`config.mk`:
```
export PLATFORM = sky130hd
export DESIGN_NAME = knn_cell
export DESIGN_NICKNAME = d
export VERILOG_FILES = /design/src/rtl/knn_pkg.sv /design/src/rtl/knn_cell.sv
export SDC_FILE = /design/constraint.sdc
export NUM_CORES = 2
export LEC_CHECK = 0
export BUFFER_PORTS_ARGS = -buffer_cell sky130_fd_sc_hd__buf_2
export CAP_MARGIN = 20
export CORE_MARGIN = 3
export CORE_UTILIZATION = 55
export CTS_CLUSTER_SIZE = 10
export DETAILED_ROUTE_END_ITERATION = 12
export PLACE_DENSITY_LB_ADDON = 0.1
export SLEW_MARGIN = 20
export SYNTH_ARGS = -nofsm -noshare
export SYNTH_HDL_FRONTEND = slang
export SYNTH_SLANG_ARGS = --single-unit
```
`constraint.sdc`:
```
create_clock -name i_clk -period 19.6 [get_ports i_clk]
set_input_delay 1.96 -clock i_clk [delete_from_list [all_inputs] [get_ports i_clk]]
set_output_delay 1.96 -clock i_clk [all_outputs]
set_load 0.02 [all_outputs]
```
`src/rtl/knn_pkg.sv`:
```
// ---------------------------------------------------------------------------
// knn_pkg
// shared types and op codes for the knn classifier
// ---------------------------------------------------------------------------
`default_nettype none
package knn_pkg;
    typedef enum logic [1:0] {
        OP_TRAIN_FEAT = 2'd0,
        OP_TRAIN_LABEL = 2'd1,
        OP_QUERY = 2'd2,
        OP_NONE = 2'd3
    } t_op;

    localparam int DIST_W = 40;
    localparam logic [1:0] REG_DIMS = 2'd0;
    localparam logic [1:0] REG_ROWS = 2'd1;
    localparam logic [1:0] REG_K = 2'd2;

    typedef enum logic [2:0] {
        ST_IDLE,
        ST_WAIT,
        ST_SEL,
        ST_VOTE,
        ST_OUT
    } t_state;

    // control from the top level to every cell
    typedef struct packed {
        logic acc;     // add the cell's registered square to its accumulator
        logic clr;     // clear accumulator
        logic shift;   // shift distance/label chain during selection
        logic load;    // load chain registers from accumulators
    } t_cell_ctl;
endpackage
`default_nettype wire

```
`src/rtl/knn_cell.sv`:
```
// ---------------------------------------------------------------------------
// knn_cell
// one training row: feature memory, squared distance accumulator, and a
// stage of the distance/label shift chain used by selection
// ---------------------------------------------------------------------------
`default_nettype none
module knn_cell #(
    parameter int DMAX = 64
) (
    input  wire logic                                   i_clk,
    input  wire logic                                   i_rst_n,
    input  wire logic                                   i_we,
    input  wire logic [((DMAX > 1) ? $clog2(DMAX) : 1)-1:0] i_waddr,
    input  wire logic [((DMAX > 1) ? $clog2(DMAX) : 1)-1:0] i_raddr,
    input  wire logic signed [15:0]                     i_wdata,
    input  wire logic                                   i_lwe,
    input  wire logic [7:0]                             i_label,
    input  wire logic signed [15:0]                     i_q,
    input  wire logic                                   i_in_use,
    input  wire knn_pkg::t_cell_ctl                     i_ctl,
    input  wire logic [knn_pkg::DIST_W-1:0]             i_chain_d,
    input  wire logic [7:0]                             i_chain_l,
    output logic [knn_pkg::DIST_W-1:0]                  o_chain_d,
    output logic [7:0]                                  o_chain_l
);
    localparam logic [knn_pkg::DIST_W-1:0] DMAXV = '1;

    logic signed [15:0] r_mem [DMAX];
    logic signed [15:0] r_feat;
    logic [7:0] r_label;
    logic [31:0] r_sq;
    logic [knn_pkg::DIST_W-1:0] r_acc, r_cd;
    logic [7:0] r_cl;
    logic signed [16:0] diff;
    logic [knn_pkg::DIST_W:0] sum;

    always_ff @(posedge i_clk) begin
        if (i_we) r_mem[i_waddr] <= i_wdata;
        r_feat <= r_mem[i_raddr];
        if (i_lwe) r_label <= i_label;
    end

    assign diff = {r_feat[15], r_feat} - {i_q[15], i_q};
    assign sum = {1'b0, r_acc} + {9'd0, r_sq};

    always_ff @(posedge i_clk) begin
        r_sq <= 32'(diff * diff);
        if (!i_rst_n || i_ctl.clr) begin
            r_acc <= '0;
        end else if (i_ctl.acc && i_in_use) begin
            r_acc <= sum[knn_pkg::DIST_W] ? DMAXV : sum[knn_pkg::DIST_W-1:0];
        end
        if (i_ctl.load) begin
            r_cd <= i_in_use ? r_acc : DMAXV;
            r_cl <= r_label;
        end else if (i_ctl.shift) begin
            r_cd <= i_chain_d;
            r_cl <= i_chain_l;
        end
    end

    assign o_chain_d = r_cd;
    assign o_chain_l = r_cl;
endmodule
`default_nettype wire

```
==> impl_metrics.py <==
metrics = {
    "cells_and_area": {
        "mostFrequentLayoutCells": "edfxtp_1 (1080), inv_1 (398), mux4_2 (336), fa_1 (258), nor2_1 (214)",
        "drive_above_1_share_pct": 21.3,
        "nNetsFinal": 4052,
        "final_common_cell": "edfxtp_1",
        "areaGrowthSynthToFinish_pct": 11.4,
        "fill_cells": 7260,
        "num_antenna_cells": 0,
    },
    "drt": {
        "wl_per_cell_microns": 27.1,
        "ant_nets": 0,
        "detail_route.wirelength_mm": 132,
        "drt-vias-per-instance": 6.08,
        "vias": 29800,
        "first_iter_violations": 2788,
        "drc": 0,
        "drt_pass1_iterations": 6,
    },
    "critical_path": {
        "crit_path_frequent_cell": "fa_1",
        "arrival_ps": 10620,
        "slowest_stage": "fa_1",
        "max_stage_delay_ps": 560,
        "required_ps": 20230,
        "cp-start-kind": "input port",
        "worstSetupPathType": "in -> reg",
        "critPathCaptureType": "flip-flop",
        "cp_max_fo": 14,
    },
    "global_routing": {
        "overflow": 0,
        "grt_pass1_wl_mm": 200,
        "grt_max_degree": 91,
        "grt_pass1_vias": 31200,
        "grt_antenna_before_repair": 3,
        "track_usage_pct": 26.1,
    },
    "die": {
        "core_area_sq_um": 100000,
        "start_util_pct": 55.5,
        "dieArea_sq_um": 105000,
        "fp-row-count": 116,
        "die_y_microns": 324,
        "ios": 157,
        "die_w_microns": 324,
    },
    "clock_tree": {
        "root_buffer": "clkbuf_16",
        "post-cts-setup-buffer-count": 0,
        "clk_latency_ps": 720,
        "h-tree-depth": 4,
        "postCtsHoldBufs": 0,
        "clkSinkCount": 1167,
        "path_clk_slew_ps": 60,
        "cts_resized": 0,
        "tritoncts": "done",
        "cts_buffers": 135,
        "clockBufferDepth": 3,
    },
    "placed_design": {
        "dpl.hpwl_mm": 86.7,
        "routabilityCongestion": 0.892,
        "portBuffers": 156,
    },
    "timing": {
        "hold_viol": 0,
        "slew_headroom_pct": 24.3,
        "slew_viol_final": 0,
        "fmax_mhz": 100,
        "finalCritPeriodShare_pct": 51.0,
        "finalSetupTns_ps": 0,
        "tightestPinTransition_ps": 1130,
        "setup_viol": 0,
        "clock_skew_ps": 20.4,
        "period_minus_slack_ps": 10000,
        "rsz0062_at_grt": "no",
    },
    "yosys": {
        "synthDistinctLibCells": 74,
        "synth_top_area_share_pct": 58.3,
        "yosysWarnings": 0,
        "synth_cells": 3315,
        "yosys.area.top_type": "edfxtp_1",
        "synth_top_flop_cell": "edfxtp_1",
        "ys_top_cells_by_area": "edfxtp_1 (58%), mux4_2 (14%), fa_1 (9.3%)",
        "ys_seq_area_share_pct": 61.5,
        "syn_nets": 3807,
        "synth_area_sq_um": 55600,
        "avgSynthCellArea_sq_um": 16.8,
        "synth_seq_cells": 1167,
        "async_flop_share_pct": 0,
        "synth_edf_count": 1080,
    },
    "min_path": {
        "min_path_type": "reg -> reg",
    },
    "run": {
        "maxCapViolations": 0,
    },
    "outcome": {
        "outcome": "completed",
    },
}
==> sequential cells by signal, indices dropped and copies added (netlist names) <==
name,flops
o_chain_l,8
r_mem,1024
o_chain_d,40
r_acc,40
r_feat,16
r_sq,31
r_label,8
==> layout make-up <==
class	instances	area, sq um	area share (%)
inverter	404	1520	2.45
clock inverter	7	104	0.168
sequential	1167	34200	55.1
clock buffer	168	3660	5.91
tap	1298	1620	2.62
multi-input combinational	1606	19400	31.2
timing repair buffer	246	1540	2.48
==> critical path: cells and delay by family <==
| kind | cells | cell delay [ps] |
|---|---|---|
| fa+ha+maj | 9 | 3870 |
| compound gates | 9 | 2660 |
| simple gates | 4 | 610 |
| buf+inv | 6 | 790 |
| xor+xnor | 2 | 710 |
==> per-layer routing <==
layer	up-vias	share of wire [%]	track usage, %
met5	-	0.0091	0
li1	12800	-	-
met3	214	5.6	4.01
met2	1036	51	43.8
met4	2	2.7	7.80
met1	15700	41	35.9
==> stage by stage <==
step | worst slack (ps) | std cells | instance area, sq um | utilization (%) | hold slack, ps
2_1_floorplan | 10370 | 3315 | 55600 | - | 448
3_3_place_gp | 9090 | 4720 | 58100 | 58.1 | 462
3_5_place_dp | 8920 | 4720 | 58100 | 58.1 | 469
4_1_cts | 9650 | 4895 | 61900 | 61.8 | 478
5_1_grt | 8950 | 4896 | 62000 | 61.9 | 497
6_report | 9600 | 4896 | 62000 | 61.9 | 479
==> final timing paths <==
path,start,end,slack (ps),cells after the start
hold reg to reg,r_acc[38]$_SDFFE_PP0P_,r_acc[38]$_SDFFE_PP0P_,480,2
setup reg to reg,r_feat[0]$_DFF_P_,r_sq[29]$_DFF_P_,10480,30
setup / recovery,i_q[0],r_sq[29]$_DFF_P_,9600,30
hold / removal,r_acc[38]$_SDFFE_PP0P_,r_acc[38]$_SDFFE_PP0P_,480,2
==> synthesized netlist by cell type (all sizes together), types with 9 or more instances <==
cell type,instances
a21o,29
a21oi,92
a31oi,53
and2,20
buf,52
clkbuf,86
dfxtp,87
edfxtp,1080
fa,258
ha,125
inv,400
mux4,336
nand2,129
nand2b,9
nand3,24
nand4,10
nor2,214
nor2b,13
nor3,13
o21a,10
o21ai,70
o21bai,10
xnor2,55
xor2,28
==> cell families after synthesis <==
logic type / share of synthesized area [%]
flops: 61.5
compound gates: 3.87
mux: 13.8
buf+inv: 3.80
fa+ha+maj: 12.1
simple gates: 3.61
xor+xnor: 1.32
Power is left out: the tool's default activity adds up to more than one toggle a clock period on the data nets, which glitch-free logic cannot reach.
